===== config.mk =====
export PLATFORM = sky130hd
export DESIGN_NAME = js_comment_fragment_scanner_top
export DESIGN_NICKNAME = d
export VERILOG_FILES = /design/src/jcfs_pkg.sv /design/src/jcfs_core.sv /design/src/jcfs_out_fifo.sv /design/src/js_comment_fragment_scanner_top.sv
export SDC_FILE = /design/constraint.sdc
export NUM_CORES = 1
export LEC_CHECK = 0
export BUFFER_PORTS_ARGS = -buffer_cell sky130_fd_sc_hd__buf_2
export CAP_MARGIN = 20
export CORE_ASPECT_RATIO = 0.6
export CORE_MARGIN = 8
export CORE_UTILIZATION = 40
export DETAILED_ROUTE_END_ITERATION = 6
export GPL_TIMING_DRIVEN = 0
export SLEW_MARGIN = 20
export SYNTH_ARGS = -nofsm -noshare
export SYNTH_HDL_FRONTEND = slang
export SYNTH_SLANG_ARGS = --single-unit

===== constraint.sdc =====
create_clock -name aclk -period 4.1 [get_ports aclk]
set_input_delay 0.41 -clock aclk [delete_from_list [all_inputs] [get_ports aclk]]
set_output_delay 0.41 -clock aclk [all_outputs]
set_load 0.005 [all_outputs]

===== src/jcfs_pkg.sv =====
// Types and constants shared by the comment fragment scanner.
// Result record, per-step result bundle, role codes and delimiter byte values.
// No dependencies.
`timescale 1ns / 1ps

package jcfs_pkg;

    localparam logic [7:0] CH_STAR  = 8'h2A;
    localparam logic [7:0] CH_SLASH = 8'h2F;
    localparam logic [7:0] CH_BTICK = 8'h60;
    localparam logic [7:0] CH_BSL   = 8'h5C;
    localparam logic [7:0] CH_SQ    = 8'h27;
    localparam logic [7:0] CH_DQ    = 8'h22;

    // result queue entries; power of two, at least 2
    localparam int OUT_DEPTH = 4;

    typedef enum logic [1:0] {
        ROLE_CODE  = 2'd0,
        ROLE_DELIM = 2'd1,
        ROLE_TEXT  = 2'd2
    } role_t;

    // one classified byte
    typedef struct packed {
        logic [7:0] char_out;
        role_t      role;
        logic       fragment_end;
        logic       line_end;
        logic       run_last;
    } res_t;

    // results produced by one step, in byte order
    typedef struct packed {
        logic [1:0] count;
        res_t       r0;
        res_t       r1;
    } step_out_t;

endpackage


===== src/jcfs_core.sv =====
// Scanner state and per-byte classification step.
// Holds the lookahead byte and the quote/comment flags; emits up to two results a step.
// Depends on jcfs_pkg.
`timescale 1ns / 1ps

module jcfs_core import jcfs_pkg::*; (
    input  logic       aclk,
    input  logic       aresetn,
    input  logic       advance,
    input  logic [7:0] char_in,
    input  logic       line_last,
    output step_out_t  step_out
);

    localparam logic [1:0] Q_NONE   = 2'd0;
    localparam logic [1:0] Q_SINGLE = 2'd1;
    localparam logic [1:0] Q_DOUBLE = 2'd2;
    localparam logic [1:0] Q_TMPL   = 2'd3;

    typedef enum logic [1:0] {
        PK_NONE  = 2'd0,
        PK_CLOSE = 2'd1,
        PK_LINE  = 2'd2,
        PK_OPEN  = 2'd3
    } pair_t;

    typedef struct packed {
        logic       in_block;
        logic       in_line_comment;
        logic [1:0] quote_state;
        logic       escape_pending;
        logic       block_text_seen;
    } st_t;

    typedef struct packed {
        st_t   st;
        role_t role;
    } cls_t;

    function automatic logic [1:0] toggle_quote(logic [1:0] qs, logic [1:0] kind);
        return (qs != Q_NONE) ? Q_NONE : kind;
    endfunction

    function automatic cls_t classify(st_t s, logic [7:0] x);
        cls_t r;
        r.st   = s;
        r.role = ROLE_CODE;
        if (s.in_line_comment) begin
            r.role = ROLE_TEXT;
        end else if (s.in_block) begin
            r.st.block_text_seen = 1'b1;
            r.role = ROLE_TEXT;
        end else if (s.escape_pending) begin
            r.st.escape_pending = 1'b0;
        end else if (s.quote_state != Q_NONE && x == CH_BSL) begin
            r.st.escape_pending = 1'b1;
        end else if (x == CH_SQ && (s.quote_state == Q_NONE || s.quote_state == Q_SINGLE)) begin
            r.st.quote_state = toggle_quote(s.quote_state, Q_SINGLE);
        end else if (x == CH_DQ && (s.quote_state == Q_NONE || s.quote_state == Q_DOUBLE)) begin
            r.st.quote_state = toggle_quote(s.quote_state, Q_DOUBLE);
        end else if (x == CH_BTICK && (s.quote_state == Q_NONE || s.quote_state == Q_TMPL)) begin
            r.st.quote_state = toggle_quote(s.quote_state, Q_TMPL);
        end
        return r;
    endfunction

    function automatic pair_t pair_kind(st_t s, logic [7:0] h, logic [7:0] c);
        pair_t pk;
        pk = PK_NONE;
        if (s.in_block) begin
            if (h == CH_STAR && c == CH_SLASH) pk = PK_CLOSE;
        end else if (!s.in_line_comment && !s.escape_pending && s.quote_state == Q_NONE
                     && h == CH_SLASH) begin
            if (c == CH_SLASH) pk = PK_LINE;
            else if (c == CH_STAR) pk = PK_OPEN;
        end
        return pk;
    endfunction

    st_t        state_reg, state_next;
    logic       held_valid_reg, held_valid_next;
    logic [7:0] held_byte_reg, held_byte_next;

    always_comb begin
        cls_t      ca;
        cls_t      cb;
        pair_t     pk;
        step_out_t so;
        st_t       s;
        s               = state_reg;
        held_valid_next = held_valid_reg;
        held_byte_next  = held_byte_reg;
        so              = '0;
        ca              = '0;
        cb              = '0;
        pk              = PK_NONE;

        if (held_valid_reg) begin
            pk = pair_kind(s, held_byte_reg, char_in);
            held_valid_next = 1'b0;
            if (pk != PK_NONE) begin
                case (pk)
                    PK_CLOSE: begin
                        s.in_block = 1'b0;
                        s.block_text_seen = 1'b0;
                    end
                    PK_LINE: s.in_line_comment = 1'b1;
                    PK_OPEN: begin
                        s.in_block = 1'b1;
                        s.block_text_seen = 1'b0;
                    end
                    default: s = s;
                endcase
                so.r0 = '{held_byte_reg, ROLE_DELIM, 1'b0, 1'b0, 1'b0};
                so.r1 = '{char_in, ROLE_DELIM, (pk == PK_CLOSE), line_last, 1'b0};
                so.count = 2'd2;
            end else begin
                ca = classify(s, held_byte_reg);
                s = ca.st;
                so.r0 = '{held_byte_reg, ca.role, 1'b0, 1'b0, 1'b0};
                so.count = 2'd1;
                if (line_last) begin
                    cb = classify(s, char_in);
                    s = cb.st;
                    so.r1 = '{char_in, cb.role, 1'b0, 1'b1, 1'b0};
                    so.count = 2'd2;
                end else begin
                    held_byte_next  = char_in;
                    held_valid_next = 1'b1;
                end
            end
        end else if (line_last) begin
            ca = classify(s, char_in);
            s = ca.st;
            so.r0 = '{char_in, ca.role, 1'b0, 1'b1, 1'b0};
            so.count = 2'd1;
        end else begin
            held_byte_next  = char_in;
            held_valid_next = 1'b1;
        end

        if (line_last) begin
            // fragment closes at line end for a line comment or a block with text seen
            if (s.in_line_comment || (s.in_block && s.block_text_seen)) begin
                if (so.count == 2'd2) so.r1.fragment_end = 1'b1;
                else if (so.count == 2'd1) so.r0.fragment_end = 1'b1;
            end
            s.in_line_comment = 1'b0;
            s.quote_state     = Q_NONE;
            s.escape_pending  = 1'b0;
            s.block_text_seen = 1'b0;
            held_valid_next   = 1'b0;
        end

        if (so.count == 2'd2) so.r1.run_last = 1'b1;
        else if (so.count == 2'd1) so.r0.run_last = 1'b1;

        state_next = s;
        step_out   = so;
    end

    always_ff @(posedge aclk) begin
        if (!aresetn) begin
            state_reg      <= '0;
            held_valid_reg <= 1'b0;
        end else if (advance) begin
            state_reg      <= state_next;
            held_valid_reg <= held_valid_next;
        end
    end

    always_ff @(posedge aclk) begin
        if (advance) held_byte_reg <= held_byte_next;
    end

endmodule


===== src/jcfs_out_fifo.sv =====
// Result queue: takes up to two results per cycle, delivers one per transfer.
// Register file with read/write pointers and an occupancy count.
// Depends on jcfs_pkg.
`timescale 1ns / 1ps

module jcfs_out_fifo import jcfs_pkg::*; (
    input  logic      aclk,
    input  logic      aresetn,
    input  logic      push,
    input  step_out_t push_data,
    input  logic      pop,
    output logic      room2,
    output logic      not_empty,
    output res_t      head
);

    localparam int DEPTH = OUT_DEPTH;
    localparam int PTR_W = $clog2(DEPTH);
    localparam int CNT_W = $clog2(DEPTH + 1);

    res_t             mem_reg [DEPTH];
    logic [PTR_W-1:0] wr_ptr_reg, rd_ptr_reg;
    logic [CNT_W-1:0] cnt_reg, cnt_next;
    logic [CNT_W-1:0] push_n;
    logic [PTR_W-1:0] wr_ptr_p1;

    assign push_n    = push ? CNT_W'(push_data.count) : '0;
    assign cnt_next  = cnt_reg + push_n - CNT_W'(pop);
    assign wr_ptr_p1 = wr_ptr_reg + PTR_W'(1);
    assign room2     = (cnt_reg <= CNT_W'(DEPTH - 2));
    assign not_empty = (cnt_reg != '0);
    assign head      = mem_reg[rd_ptr_reg];

    always_ff @(posedge aclk) begin
        if (!aresetn) begin
            wr_ptr_reg <= '0;
            rd_ptr_reg <= '0;
            cnt_reg    <= '0;
        end else begin
            wr_ptr_reg <= wr_ptr_reg + PTR_W'(push_n);
            if (pop) rd_ptr_reg <= rd_ptr_reg + PTR_W'(1);
            cnt_reg <= cnt_next;
        end
    end

    always_ff @(posedge aclk) begin
        if (push && push_data.count != 2'd0) mem_reg[wr_ptr_reg] <= push_data.r0;
        if (push && push_data.count == 2'd2) mem_reg[wr_ptr_p1] <= push_data.r1;
    end

endmodule


===== src/js_comment_fragment_scanner_top.sv =====
// An input byte is registered, classified and written into the result queue, whose
// head is offered at the output; a byte held in the lookahead register is written with
// the next byte of its line. Input stalls without queue room; output waits on m_tready.
// Throughput: one byte per cycle; a step may queue two results, drained one per cycle
// through an OUT_DEPTH-entry result queue that must keep room for two.
// Reset: synchronous active-low aresetn clears scanner flags, lookahead and queue.
`timescale 1ns / 1ps

module js_comment_fragment_scanner_top import jcfs_pkg::*; (
    input  logic        aclk,
    input  logic        aresetn,
    input  logic        s_tvalid,
    output logic        s_tready,
    input  logic [7:0]  s_tdata,   // [7:0] char_in
    input  logic        s_tlast,   // line_last
    output logic        m_tvalid,
    input  logic        m_tready,
    output logic [15:0] m_tdata,   // [7:0] char_out, [8] fragment_end, [9] line_end
    output logic [1:0]  m_tuser,   // [1:0] role
    output logic        m_tlast    // run_last
);

    logic       in_valid_reg;
    logic [7:0] in_char_reg;
    logic       in_last_reg;
    logic       advance;
    logic       room2;
    logic       not_empty;
    step_out_t  step_out;
    res_t       head;

    assign advance  = in_valid_reg && room2;
    assign s_tready = !in_valid_reg || advance;

    always_ff @(posedge aclk) begin
        if (!aresetn) begin
            in_valid_reg <= 1'b0;
        end else if (s_tready) begin
            in_valid_reg <= s_tvalid;
        end
    end

    always_ff @(posedge aclk) begin
        if (s_tready && s_tvalid) begin
            in_char_reg <= s_tdata;
            in_last_reg <= s_tlast;
        end
    end

    jcfs_core u_core (
        .aclk      (aclk),
        .aresetn   (aresetn),
        .advance   (advance),
        .char_in   (in_char_reg),
        .line_last (in_last_reg),
        .step_out  (step_out)
    );

    jcfs_out_fifo u_fifo (
        .aclk      (aclk),
        .aresetn   (aresetn),
        .push      (advance),
        .push_data (step_out),
        .pop       (m_tvalid && m_tready),
        .room2     (room2),
        .not_empty (not_empty),
        .head      (head)
    );

    assign m_tvalid = not_empty;
    assign m_tdata  = {6'd0, head.line_end, head.fragment_end, head.char_out};
    assign m_tuser  = head.role;
    assign m_tlast  = head.run_last;

endmodule


==> summary.txt <==
Run status
  – Outcome: complete, no violations

Setup path
  – R2R Path Start: in_char_reg[0]$_DFFE_PP_
  – WP data arrival: 3.55 ns
  – CP Class: reg2reg
  – Worst endpoint required time: 4.34 ns
  – CP max FO: 9
  – CP Launch Type: register
  – Crit path from: in_char_reg[0]$_DFFE_PP_
  – Setup crit end: u_fifo.cnt_reg[2]$_SDFF_PN0_
  – Setup crit end kind: register
  – Reg2Reg Depth: 10
  – Reg-to-Reg End: u_fifo.cnt_reg[2]$_SDFF_PN0_
  – R2r setup slk: 0.79 ns

Die
  – Chip Height: 95.4 um
  – FP Rows: 29
  – Die X: 148 um
  – I/O pin cnt: 34
  – Initial Utilization: 40.5%
  – Placeable core area: 0.0104 mm^2
  – Die area: 0.0141 mm^2

Timing
  – Final TNS setup: 0 ns
  – Final setup violation count: 0
  – Worst rel slew slack: 40.6%
  – Final Hold Viols: 0
  – Slew Viols, Final: 0
  – Fmax achieved: 302 MHz
  – Min cycle time layout: 3.31 ns
  – Period utilisation layout: 80.6%
  – Worst-margin pin slew: 0.891 ns
  – RSZ-0062 raised after global routing: false
  – Clock Skew: 0.00509 ns

Synth
  – Post-synth EDFFs: 69
  – Mapped cell area: 0.00420 mm^2
  – Asr flop ratio synth: 0%
  – Sequential share of the synthesized area: 57.0%
  – Count of cell types in the netlist: 54
  – Flops & latches, synth: 85
  – Main synth FF type: edfxtp_1
  – Post-Syn Area per Cell: 12.9 um^2
  – Synth warn: 0
  – Syn Inst Count: 326

Cells and area
  – Largest register FFs: 52
  – Core Util, Final: 46.8%
  – Reg area: 0.00239 mm^2
  – Area Growth Syn to Fin: 15.6%
  – Post-Layout Cell Count: 512
  – Layout cells sized above 1: 21.7%
  – Inserted Diodes: 0
  – Multi-input gate area: 0.00170 mm^2
  – Commonest non-fill, non-tap cells in the layout: 69 x edfxtp_1, 34 x a22o_1, 27 x buf_2
  – Commonest non-fill, non-tap cell in the layout: edfxtp_1
  – Final #Nets: 386
  – Post-route cell area: 0.00485 mm^2
  – Filler cell count: 981

Route
  – Via/cell ratio: 5.48
  – Routed Antenna Nets: 0
  – Overall routed net length: 9870 um
  – Drt pass-1 iters: 5
  – DRC Markers: 0
  – Routed WL per cell: 19.3 um
  – Starting DRC count in detailed routing: 236
  – Vias: 2,808

Min path
  – HP Class: in2reg

CTS
  – CTS root buf: clkbuf_16
  – Num CTS Buffers: 9
  – Post-CTS Setup Bufs: 0
  – H-tree Lvls: 3
  – PostCTS Resize Cnt: 0
  – Hold_buf cts: 0
  – Clk pin slew, worst setup/hold paths: 0.06 ns
  – CTS Buffer Depth: 2
  – Clock latency at the later pin of the worst-skew pair: 0.34 ns
  – Clock sinks: 85
  – CTS tree: yes

Placed design
  – Port bufs: 26
  – Placed insts: 496
  – Placed Area: 0.00453 mm^2
  – DP Wirelength: 7150 um
  – RePlAce Congestion: 0.848

Power and ir drop
  – Worst vdd rail ir drop: 0.225 mV
  – Cell leakage power: 1.67 nW
  – Tot Pwr: 2.43 mW
  – PwrDens: 500 mW/mm^2

Global route
  – GRT overflow: 0
  – Initial antenna violation count: 1
  – Vias in the first global route: 2,774
  – All-layer global routing usage: 14.7%
  – First-pass GRT wire length: 15,600 um
  – Largest net degree at the start of global routing: 16

Run
  – Max_cap viols: 0
## worst min path at each step
stage,depth (start not counted),slack [ns],startpoint,endpoint
floorplan,0,0.42,in_char_reg[0]$_DFFE_PP_,u_core.held_byte_reg[0]$_DFFE_PP_
CTS,1,0.23,s_tdata[6],in_char_reg[6]$_DFFE_PP_
detailed placement,0,0.45,in_char_reg[0]$_DFFE_PP_,u_core.held_byte_reg[0]$_DFFE_PP_
global placement,0,0.45,in_char_reg[2]$_DFFE_PP_,u_core.held_byte_reg[2]$_DFFE_PP_
global route,1,0.22,s_tdata[5],in_char_reg[5]$_DFFE_PP_
finish,1,0.24,s_tdata[5],in_char_reg[5]$_DFFE_PP_
## synth_stat cells (4+ instances only)
master    count  area [um^2]
nand2_1      20         75.1
nand3_1       5         25.0
edfxtp_1     69         2070
mux4_2       13          293
buf_4         6         45.0
ha_1          4         50.1
a22o_1       34          298
or3_1         5         31.3
nor2_1       15         56.3
clkbuf_1     13         48.8
o21ai_0      14         70.1
nor2b_1       7         43.8
and2_1        9         56.3
a21oi_1      18         90.1
inv_1         8         30.0
o21a_1        4         30.0
dfxtp_1      16          320
or2_2         4         25.0
xor2_1        4         35.0
nand2b_1      4         25.0
## worst max-delay path, cell delays in order (launching register included)
cell	delay [ns]
edfxtp_1	0.35
clkbuf_1	0.43
xor2_1	0.16
or4_4	0.57
a21oi_4	0.27
o21ai_0	0.19
ha_1	0.37
fa_1	0.43
xor2_1	0.16
xnor2_1	0.12
and2_1	0.15
## cell type report
class / instances / share of cell area [%]
flip-flops and latches: 85 / 49.3
multi-input cells: 215 / 35.0
clock buffers: 9 / 4.64
well taps: 139 / 3.58
repair buffers: 26 / 2.68
plain buffers: 23 / 2.27
clock inverters: 7 / 1.96
inverters: 8 / 0.619
## per-layer routing
layer  global-route usage, %  vias up  share of wire (%)
met1                    21.8     1370                 52
met4                    2.95        0               0.67
met5                       0        -                  0
met2                    20.2       92                 40
li1                        -     1339                  -
met3                    5.17        7                8.0
## metrics by stage
step | worst slack (ns) | hold WS, ns
final | 0.794 | 0.241
after global routing | 0.620 | 0.220
after CTS | 0.817 | 0.231
after detailed placement | 0.833 | 0.455
after global placement | 0.640 | 0.448
after floorplan | 1.14 | 0.424
## cell families (layout without fill, tap and decap cells)
family	after synthesis	after routing	share of synthesized area (%)
compound gates	90	90	16.6
xor+xnor	7	7	1.46
fa+ha+maj	5	5	1.67
buf+inv	31	73	3.34
flops	85	85	57.0
mux	13	13	6.97
other cells	1	6	0.0893
simple gates	94	94	12.8
## power by group
part           total [mW]  internal (mW)  switching (mW)
combinational       0.490          0.244           0.246
sequential           1.06           1.01          0.0522
clock               0.880          0.536           0.344
total                2.43           1.79           0.643
No activity file was read; power rests on OpenSTA's default activity.
